**src/rtl/cswq_pkg.sv**
```systemverilog
// shared types and constants for the counting semaphore wait queue
package cswq_pkg;

  localparam int unsigned QUEUE_DEPTH_DEF = 16;
  localparam int unsigned PID_BITS_DEF    = 4;
  localparam int unsigned COUNT_BITS_DEF  = 16;

  typedef enum logic [1:0] {
    CMD_DOWN   = 2'd0,
    CMD_UP     = 2'd1,
    CMD_CANCEL = 2'd2,
    CMD_INIT   = 2'd3
  } cmd_t;

  typedef enum logic [2:0] {
    ST_GRANTED   = 3'd0,
    ST_QUEUED    = 3'd1,
    ST_FULL      = 3'd2,
    ST_WOKE      = 3'd3,
    ST_NO_WAITER = 3'd4,
    ST_CANCELLED = 3'd5,
    ST_NOT_FOUND = 3'd6,
    ST_INIT      = 3'd7
  } status_t;

  // control broadcast from the sequencer to every cell of the row
  typedef struct packed {
    logic wr;         // write id into the cell at wr_slot and mark it live
    logic clr_all;    // drop every waiter
    logic tok_load;   // place the scan token at tok_slot
    logic tok_shift;  // move the scan token one cell along the ring
    logic clr_hit;    // clear the live bit of the cell that hits
    logic match_en;   // hit needs the id to equal the compare id
  } cell_ctl_t;

endpackage

```
**src/rtl/cswq_cell.sv**
```systemverilog
// one wait queue slot: id, live bit and scan token
module cswq_cell import cswq_pkg::*; #(
  parameter int unsigned PID_BITS = PID_BITS_DEF,
  parameter int unsigned SLOT_W   = 4,
  parameter int unsigned INDEX    = 0
) (
  input  logic                clk,
  input  logic                rst_n,
  input  cell_ctl_t           ctl,
  input  logic [SLOT_W-1:0]   wr_slot,
  input  logic [PID_BITS-1:0] wr_id,
  input  logic [SLOT_W-1:0]   tok_slot,
  input  logic [PID_BITS-1:0] cmp_id,
  input  logic                tok_in,
  output logic                tok_out,
  output logic                hit,
  output logic [PID_BITS-1:0] id_out
);

  localparam logic [SLOT_W-1:0] MY_SLOT = SLOT_W'(INDEX);

  logic [PID_BITS-1:0] id_r, id_nxt;
  logic                live_r, live_nxt;
  logic                tok_r, tok_nxt;

  assign hit     = tok_r & live_r & (~ctl.match_en | (id_r == cmp_id));
  assign tok_out = tok_r;
  assign id_out  = id_r;

  always_comb begin
    id_nxt   = id_r;
    live_nxt = live_r;
    tok_nxt  = tok_r;
    if (ctl.clr_all) begin
      live_nxt = 1'b0;
    end else if (ctl.wr && (wr_slot == MY_SLOT)) begin
      id_nxt   = wr_id;
      live_nxt = 1'b1;
    end else if (ctl.clr_hit && hit) begin
      live_nxt = 1'b0;
    end
    if (ctl.tok_load) begin
      tok_nxt = (tok_slot == MY_SLOT);
    end else if (ctl.tok_shift) begin
      tok_nxt = tok_in;
    end
  end

  always_ff @(posedge clk) begin
    if (!rst_n) begin
      live_r <= 1'b0;
      tok_r  <= 1'b0;
    end else begin
      live_r <= live_nxt;
      tok_r  <= tok_nxt;
    end
  end

  always_ff @(posedge clk) begin
    id_r <= id_nxt;
  end

endmodule

```
**src/rtl/cswq_chain.sv**
```systemverilog
// ring of wait queue cells with the scan token passed cell to cell
module cswq_chain import cswq_pkg::*; #(
  parameter int unsigned QUEUE_DEPTH = QUEUE_DEPTH_DEF,
  parameter int unsigned PID_BITS    = PID_BITS_DEF,
  parameter int unsigned SLOT_W      = $clog2(QUEUE_DEPTH)
) (
  input  logic                clk,
  input  logic                rst_n,
  input  cell_ctl_t           ctl,
  input  logic [SLOT_W-1:0]   wr_slot,
  input  logic [PID_BITS-1:0] wr_id,
  input  logic [SLOT_W-1:0]   tok_slot,
  input  logic [PID_BITS-1:0] cmp_id,
  output logic                any_hit,
  output logic [PID_BITS-1:0] hit_id
);

  logic [QUEUE_DEPTH-1:0] tok;
  logic [QUEUE_DEPTH-1:0] hit;
  logic [PID_BITS-1:0]    ids [QUEUE_DEPTH];

  for (genvar i = 0; i < QUEUE_DEPTH; i++) begin : g_cell
    cswq_cell #(
      .PID_BITS (PID_BITS),
      .SLOT_W   (SLOT_W),
      .INDEX    (i)
    ) u_cell (
      .clk      (clk),
      .rst_n    (rst_n),
      .ctl      (ctl),
      .wr_slot  (wr_slot),
      .wr_id    (wr_id),
      .tok_slot (tok_slot),
      .cmp_id   (cmp_id),
      .tok_in   (tok[(i + QUEUE_DEPTH - 1) % QUEUE_DEPTH]),
      .tok_out  (tok[i]),
      .hit      (hit[i]),
      .id_out   (ids[i])
    );
  end

  // the token is one-hot, so at most one cell hits
  always_comb begin
    hit_id = '0;
    for (int i = 0; i < QUEUE_DEPTH; i++) begin
      hit_id = hit_id | (ids[i] & {PID_BITS{hit[i]}});
    end
  end

  assign any_hit = |hit;

endmodule

```
**src/rtl/counting_semaphore_wait_queue.sv**
```systemverilog
// counting semaphore with a fifo of waiting process ids
//
// input channel: in_valid/in_ready carry in_command, in_pid and in_value.
//   down takes a unit, queues in_pid or reports a full queue, up raises the
//   count and wakes the oldest live waiter, cancel drops the first live slot
//   holding in_pid, init loads the count from in_value and empties the queue.
// result channel: out_valid/out_ready carry out_status, out_woken_pid and
//   out_count_now, one result per command, in command order.
// command handling: down and init finish in the transfer cycle and show
//   their result on the next cycle. up walks the cell ring one slot per
//   cycle from the oldest end; cancel walks it from slot zero. the token
//   moves one cell per cycle and so sets the pace of both walks.
// one command is in work at a time; a new one is taken while a result is
//   being taken in the same cycle.
// reset: count is 1, queue empty, no result pending.
// a stalled receiver holds the result register and blocks new commands.
module counting_semaphore_wait_queue import cswq_pkg::*; #(
  parameter int unsigned QUEUE_DEPTH = QUEUE_DEPTH_DEF,
  parameter int unsigned PID_BITS    = PID_BITS_DEF,
  parameter int unsigned COUNT_BITS  = COUNT_BITS_DEF
) (
  input  logic                  clk,
  input  logic                  rst_n,
  input  logic                  in_valid,
  output logic                  in_ready,
  input  logic [1:0]            in_command,
  input  logic [PID_BITS-1:0]   in_pid,
  input  logic [COUNT_BITS-1:0] in_value,
  output logic                  out_valid,
  input  logic                  out_ready,
  output logic [2:0]            out_status,
  output logic [PID_BITS-1:0]   out_woken_pid,
  output logic [COUNT_BITS-1:0] out_count_now
);

  localparam int unsigned SLOT_W = $clog2(QUEUE_DEPTH);
  localparam logic [SLOT_W-1:0]     LAST_SLOT = SLOT_W'(QUEUE_DEPTH - 1);
  localparam logic [COUNT_BITS-1:0] COUNT_MAX = {COUNT_BITS{1'b1}};

  typedef enum logic [2:0] {
    S_IDLE = 3'b001,
    S_UP   = 3'b010,
    S_CAN  = 3'b100
  } state_t;

  typedef struct packed {
    logic              wrap;
    logic [SLOT_W-1:0] slot;
  } ptr_t;

  function automatic ptr_t ptr_inc(input ptr_t p);
    ptr_t r;
    if (p.slot == LAST_SLOT) begin
      r.wrap = ~p.wrap;
      r.slot = '0;
    end else begin
      r.wrap = p.wrap;
      r.slot = p.slot + 1'b1;
    end
    return r;
  endfunction

  state_t                st_r, st_nxt;
  ptr_t                  head_r, head_nxt;
  ptr_t                  tail_r, tail_nxt;
  logic [COUNT_BITS-1:0] count_r, count_nxt;
  logic [PID_BITS-1:0]   pid_r, pid_nxt;
  logic [SLOT_W-1:0]     cnt_r, cnt_nxt;
  logic                  out_valid_r, out_valid_nxt;
  status_t               out_status_r, out_status_nxt;
  logic [PID_BITS-1:0]   out_woken_r, out_woken_nxt;
  logic [COUNT_BITS-1:0] out_count_r, out_count_nxt;

  cell_ctl_t             ctl;
  logic [SLOT_W-1:0]     tok_slot;
  logic                  any_hit;
  logic [PID_BITS-1:0]   hit_id;
  logic                  accept;
  logic                  q_full;

  assign in_ready = (st_r == S_IDLE) && (!out_valid_r || out_ready);
  assign accept   = in_valid && in_ready;
  assign q_full   = (head_r.wrap != tail_r.wrap) && (head_r.slot == tail_r.slot);

  assign out_valid     = out_valid_r;
  assign out_status    = out_status_r;
  assign out_woken_pid = out_woken_r;
  assign out_count_now = out_count_r;

  cswq_chain #(
    .QUEUE_DEPTH (QUEUE_DEPTH),
    .PID_BITS    (PID_BITS),
    .SLOT_W      (SLOT_W)
  ) u_chain (
    .clk      (clk),
    .rst_n    (rst_n),
    .ctl      (ctl),
    .wr_slot  (head_r.slot),
    .wr_id    (in_pid),
    .tok_slot (tok_slot),
    .cmp_id   (pid_r),
    .any_hit  (any_hit),
    .hit_id   (hit_id)
  );

  always_comb begin
    st_nxt         = st_r;
    head_nxt       = head_r;
    tail_nxt       = tail_r;
    count_nxt      = count_r;
    pid_nxt        = pid_r;
    cnt_nxt        = cnt_r;
    out_valid_nxt  = out_valid_r && !out_ready;
    out_status_nxt = out_status_r;
    out_woken_nxt  = out_woken_r;
    out_count_nxt  = out_count_r;
    ctl            = '0;
    tok_slot       = tail_r.slot;

    unique case (st_r)
      S_IDLE: begin
        if (accept) begin
          case (cmd_t'(in_command))
            CMD_DOWN: begin
              out_valid_nxt = 1'b1;
              out_woken_nxt = '0;
              if (count_r != '0) begin
                count_nxt      = count_r - 1'b1;
                out_status_nxt = ST_GRANTED;
              end else if (q_full) begin
                out_status_nxt = ST_FULL;
              end else begin
                ctl.wr         = 1'b1;
                head_nxt       = ptr_inc(head_r);
                out_status_nxt = ST_QUEUED;
              end
              out_count_nxt = count_nxt;
            end
            CMD_UP: begin
              if (count_r != COUNT_MAX) begin
                count_nxt = count_r + 1'b1;
              end
              ctl.tok_load = 1'b1;
              tok_slot     = tail_r.slot;
              st_nxt       = S_UP;
            end
            CMD_CANCEL: begin
              pid_nxt      = in_pid;
              ctl.tok_load = 1'b1;
              tok_slot     = '0;
              cnt_nxt      = '0;
              st_nxt       = S_CAN;
            end
            default: begin
              ctl.clr_all    = 1'b1;
              head_nxt       = '0;
              tail_nxt       = '0;
              count_nxt      = in_value;
              out_valid_nxt  = 1'b1;
              out_status_nxt = ST_INIT;
              out_woken_nxt  = '0;
              out_count_nxt  = in_value;
            end
          endcase
        end
      end
      S_UP: begin
        // token sits on the slot the tail points at
        ctl.clr_hit = 1'b1;
        if (tail_r == head_r) begin
          out_valid_nxt  = 1'b1;
          out_status_nxt = ST_NO_WAITER;
          out_woken_nxt  = '0;
          out_count_nxt  = count_r;
          st_nxt         = S_IDLE;
        end else if (any_hit) begin
          tail_nxt       = ptr_inc(tail_r);
          out_valid_nxt  = 1'b1;
          out_status_nxt = ST_WOKE;
          out_woken_nxt  = hit_id;
          out_count_nxt  = count_r;
          st_nxt         = S_IDLE;
        end else begin
          // dead slot at the oldest end
          tail_nxt      = ptr_inc(tail_r);
          ctl.tok_shift = 1'b1;
        end
      end
      S_CAN: begin
        ctl.clr_hit  = 1'b1;
        ctl.match_en = 1'b1;
        if (any_hit || (cnt_r == LAST_SLOT)) begin
          out_valid_nxt  = 1'b1;
          out_status_nxt = any_hit ? ST_CANCELLED : ST_NOT_FOUND;
          out_woken_nxt  = '0;
          out_count_nxt  = count_r;
          st_nxt         = S_IDLE;
        end else begin
          ctl.tok_shift = 1'b1;
          cnt_nxt       = cnt_r + 1'b1;
        end
      end
      default: begin
        st_nxt = S_IDLE;
      end
    endcase
  end

  always_ff @(posedge clk) begin
    if (!rst_n) begin
      st_r        <= S_IDLE;
      head_r      <= '0;
      tail_r      <= '0;
      count_r     <= COUNT_BITS'(1);
      cnt_r       <= '0;
      out_valid_r <= 1'b0;
    end else begin
      st_r        <= st_nxt;
      head_r      <= head_nxt;
      tail_r      <= tail_nxt;
      count_r     <= count_nxt;
      cnt_r       <= cnt_nxt;
      out_valid_r <= out_valid_nxt;
    end
  end

  always_ff @(posedge clk) begin
    pid_r        <= pid_nxt;
    out_status_r <= out_status_nxt;
    out_woken_r  <= out_woken_nxt;
    out_count_r  <= out_count_nxt;
  end

`ifndef SYNTHESIS
  // no result is pending while a scan is in work
  a_scan_out_empty: assert property (@(posedge clk) disable iff (!rst_n)
    (st_r != S_IDLE) |-> !out_valid_r)
    else $error("result pending during scan");

  // the queue never holds more than its depth
  a_occupancy: assert property (@(posedge clk) disable iff (!rst_n)
    !((head_r.wrap != tail_r.wrap) && (head_r.slot > tail_r.slot)))
    else $error("queue occupancy above depth");

  // a new result comes only from a transfer in or a scan
  a_out_source: assert property (@(posedge clk) disable iff (!rst_n)
    $rose(out_valid_r) |-> ($past(accept) || $past(st_r != S_IDLE)))
    else $error("result without a command");

  // a down into a full queue leaves the pointers alone
  a_full_hold: assert property (@(posedge clk) disable iff (!rst_n)
    (accept && (cmd_t'(in_command) == CMD_DOWN) && (count_r == '0) && q_full)
      |=> ($stable(head_r) && $stable(tail_r)))
    else $error("pointer moved on refused down");
`endif

endmodule
```
**config.mk**
```make
export PLATFORM = sky130hd
export DESIGN_NAME = counting_semaphore_wait_queue
export DESIGN_NICKNAME = d
export VERILOG_FILES = /design/src/rtl/cswq_pkg.sv /design/src/rtl/cswq_cell.sv /design/src/rtl/cswq_chain.sv /design/src/rtl/counting_semaphore_wait_queue.sv
export SDC_FILE = /design/constraint.sdc
export NUM_CORES = 1
export LEC_CHECK = 0
export ABC_CLOCK_PERIOD_IN_PS = 6200
export BUFFER_PORTS_ARGS = -buffer_cell sky130_fd_sc_hd__buf_2
export CAP_MARGIN = 5
export CELL_PAD_IN_SITES_DETAIL_PLACEMENT = 0
export CELL_PAD_IN_SITES_GLOBAL_PLACEMENT = 1
export CORE_UTILIZATION = 26
export CTS_CLUSTER_DIAMETER = 40
export DETAILED_ROUTE_END_ITERATION = 6
export PLACE_DENSITY_LB_ADDON = 0.1
export SLEW_MARGIN = 20
export SYNTH_ARGS = -nofsm -noshare
export SYNTH_HDL_FRONTEND = slang
export SYNTH_SLANG_ARGS = --single-unit
export TNS_END_PERCENT = 5
```
**constraint.sdc**
```tcl
create_clock -name clk -period 6.2 [get_ports clk]
set_clock_uncertainty 0.2 [all_clocks]
set_input_delay 0 -clock clk [delete_from_list [all_inputs] [get_ports clk]]
set_output_delay 0 -clock clk [all_outputs]
set_load 0.01 [all_outputs]
```
==> results by group <==
Drt
  – Post-route ant nets: 0
  – Vias/cell: 5.25
  – Routed WL: 32,100 µm
  – Initial DRC count: 468
  – WL per Instance: 22.0 µm
  – DRC errors left: 0
  – First-pass DRT Iterations: 5
  – Total vias in the final route: 7,647

STA
  – Setup TNS: 0 ns
  – Worst Slack Setup Final: 1.90 ns
  – Final hold slack: 0.0135 ns
  – Tightest Pin Transition: 1.03 ns
  – # setup viols final: 0
  – Final hold violation count: 0
  – Final period util: 69.4%
  – Pins Over Slew Limit: 0
  – Fin crit period: 4.30 ns
  – Fmax: 232 MHz
  – Slew margin rel.: 31.4%
  – Unrepaired setup endpoints after global routing: no

Layout
  – Area grow syn2layout: 17.1%
  – Share of cells above drive strength 1: 10.8%
  – Multi-input logic area: 0.00445 mm²
  – Post-layout nets: 1,033
  – Register area: 0.00405 mm²
  – Final Instance Area: 0.0105 mm²
  – FILL cells: 3,591
  – N_diodes: 0

Floorplan
  – Die area: 0.0351 mm²
  – Num rows: 67
  – I/O pin total: 51
  – CORE AREA: 0.0337 mm²
  – Chip width: 187 µm
  – Initial Util: 26.5%
  – Die Ht: 187 µm

Clock network
  – H-tree levels: 4
  – Post-cts resize count: 0
  – Root Driver: clkbuf_16
  – Clk_lat worst skew: 0.45 ns
  – CTS Buf Count: 17
  – Clock transition at path regs: 0.07 ns
  – CTS tree: done
  – Setup Buffers After CTS: 0
  – Clock Tree Buf Depth: 2
  – Clk sinks: 157

Global routing
  – GRT Total Usage: 18.4%
  – Largest net degree at the start of global routing: 37
  – Vias in the first global route: 7,560
  – Initial antenna violation count: 1
  – First-pass GRT wire length: 48,800 µm
  – Remaining global-route overflow: 0

Synthesis
  – Seq cells post-synth: 157
  – Distinct cells, synth: 73
  – Post-Synthesis Cells: 948
  – Ys Warns: 0
  – Avg Cell Area, Syn: 9.43 µm²
  – Syn Nets: 986
  – Seq/Total Area, Yosys: 45.4%
  – Mapped cell area: 0.00894 mm²
  – Number of flops mapped to enable cells by yosys: 91
  – Dominant synthesized flop cell: edfxtp_1
  – Synth async-reset ratio: 0%

Critical path
  – Kind of end point of the critical path: flop
  – Critical path class: reg2reg
  – Maximum fanout along the worst path: 23
  – Crit start category: flop
  – CP arrival: 4.16 ns
  – Worst Path Required: 6.06 ns

Pwr
  – Leak: 3.60 nW
  – Switching power: 0.000992 W
  – Pwr dens: 290 mW/mm²
  – P_int: 0.00204 W
  – Power share of the combinational group: 21.6%
  – Sequential Power Share: 43.4%
  – Sw Share: 32.7%
  – Clk network pwr share: 35.0%
  – Peak supply drop: 0.184 mV

Hold path
  – Hold WC Path Type: in2reg

Placed design
  – Dpl cell area: 0.00958 mm²
  – Setup WS pre-CTS: 1.92 ns
  – Dpl hpwl: 22,700 µm
  – I/O Buffers: 50
  – Gpl congestion: 0.847

Status
  – Result of the run: finished clean

Flow run
  – Max cap viols: 0
[kinds of logic (layout without fill, tap and decap cells)]
family	after synthesis	count (layout)	share of synthesized area, %
buf+inv	108	168	5.03
simple gates	295	295	17.1
xor+xnor	80	80	7.84
fa+ha+maj	12	12	1.68
flops	157	157	45.4
compound gates	290	290	22.3
mux	6	6	0.672
[timing repair]
item / in CTS / in global routing
endpoints found under the hold margin: 110 / 0
hold buffers: 31 / 0
setup endpoints to repair: 0 / 0
[final timing paths]
| path | start | end | slack, ns | cells past startpoint |
|---|---|---|---|---|
| setup / recovery | pid_r[1]$_DFFE_PP_ | out_count_now[0]$_DFFE_PP_ | 1.90 | 7 |
| hold / removal | in_value[9] | out_count_now[9]$_DFFE_PP_ | 0.01 | 4 |
| setup reg to reg | pid_r[1]$_DFFE_PP_ | out_count_now[0]$_DFFE_PP_ | 1.90 | 7 |
| hold reg to reg | u_chain.g_cell[2].u_cell.live_r$_SDFFE_PP0P_ | u_chain.g_cell[2].u_cell.live_r$_SDFFE_PP0P_ | 0.25 | 2 |
[metrics by stage]
stage          instances  power, W  utilization (%)
3_3_place_gp        1393   0.00198             28.4
2_1_floorplan        948   0.00174                -
3_5_place_dp        1393   0.00197             28.4
5_1_grt             1456   0.00318             31.1
4_1_cts             1456   0.00307             31.1
6_report            1456   0.00303             31.1
[area by class of cell]
type / count / share of cell area [%]
timing repair buffer: 96 / 6.43
tap: 448 / 5.36
multi-input combinational: 683 / 42.6
clock buffer: 20 / 4.17
sequential: 157 / 38.7
inverter: 40 / 1.43
clock inverter: 12 / 1.32
[state kept, by name, indices dropped and copies added, names as in the netlist, 5 cells and up]
register / count
u_chain.g_cell.u_cell.live_r: 16
u_chain.g_cell.u_cell.tok_out: 16
count_r: 16
u_chain.g_cell.u_cell.id_out: 64
tail_r: 5
head_r: 5
out_count_now: 16
[worst max-delay path: stages, from the launching register on]
cell	delay (ns)
edfxtp_1	1.03
xor2_1	0.14
o41ai_1	0.84
a32oi_1	0.20
and4_1	0.28
buf_4	0.21
nand3_1	0.13
a21boi_4	0.84
[per-layer routing]
layer,global-route usage [%],vias up,wire length (µm)
met3,2.95,27,997
met4,5.32,0,514
li1,-,3694,-
met5,0,-,0
met1,24.8,3772,15300
met2,30.4,154,15200
[cells in the final DEF, fill, tap and decap left out, types with 21 or more instances in the layout]
cell type and instances:
inv_1 39, dlygate4sd3_1 31, xor2_1 67, buf_2 50, nor2_1 45, nand3_1 68, a211oi_1 21, o21ai_0 53
dfxtp_1 66, edfxtp_1 91, nand2_1 71, a21oi_1 63
[Yosys cell counts (all sizes together) (14+ instances only)]
cell type / instances / area share (%)
nand3: 68 / 3.8
nor2: 46 / 1.9
a22oi: 15 / 1.3
inv: 39 / 1.6
and2: 21 / 1.5
dfxtp: 66 / 15
a211oi: 21 / 1.8
a21oi: 63 / 3.5
a31oi: 14 / 0.98
buf: 19 / 1.3
and3: 14 / 1.0
o21ai: 56 / 3.1
clkbuf: 49 / 2.1
o41ai: 16 / 1.6
edfxtp: 91 / 31
nor3: 14 / 0.78
xor2: 67 / 6.6
a311oi: 16 / 1.6
nand2: 71 / 3.0
[power groups by stage]
stage | combinational [W] | sequential, W | clock [W]
2_1_floorplan | 0.000459 | 0.00128 | 0
3_3_place_gp | 0.000640 | 0.00134 | 0
3_5_place_dp | 0.000633 | 0.00134 | 0
4_1_cts | 0.000660 | 0.00132 | 0.00109
5_1_grt | 0.000721 | 0.00133 | 0.00113
6_report | 0.000655 | 0.00132 | 0.00106
Note: power is estimated with default switching activity, not from simulation.
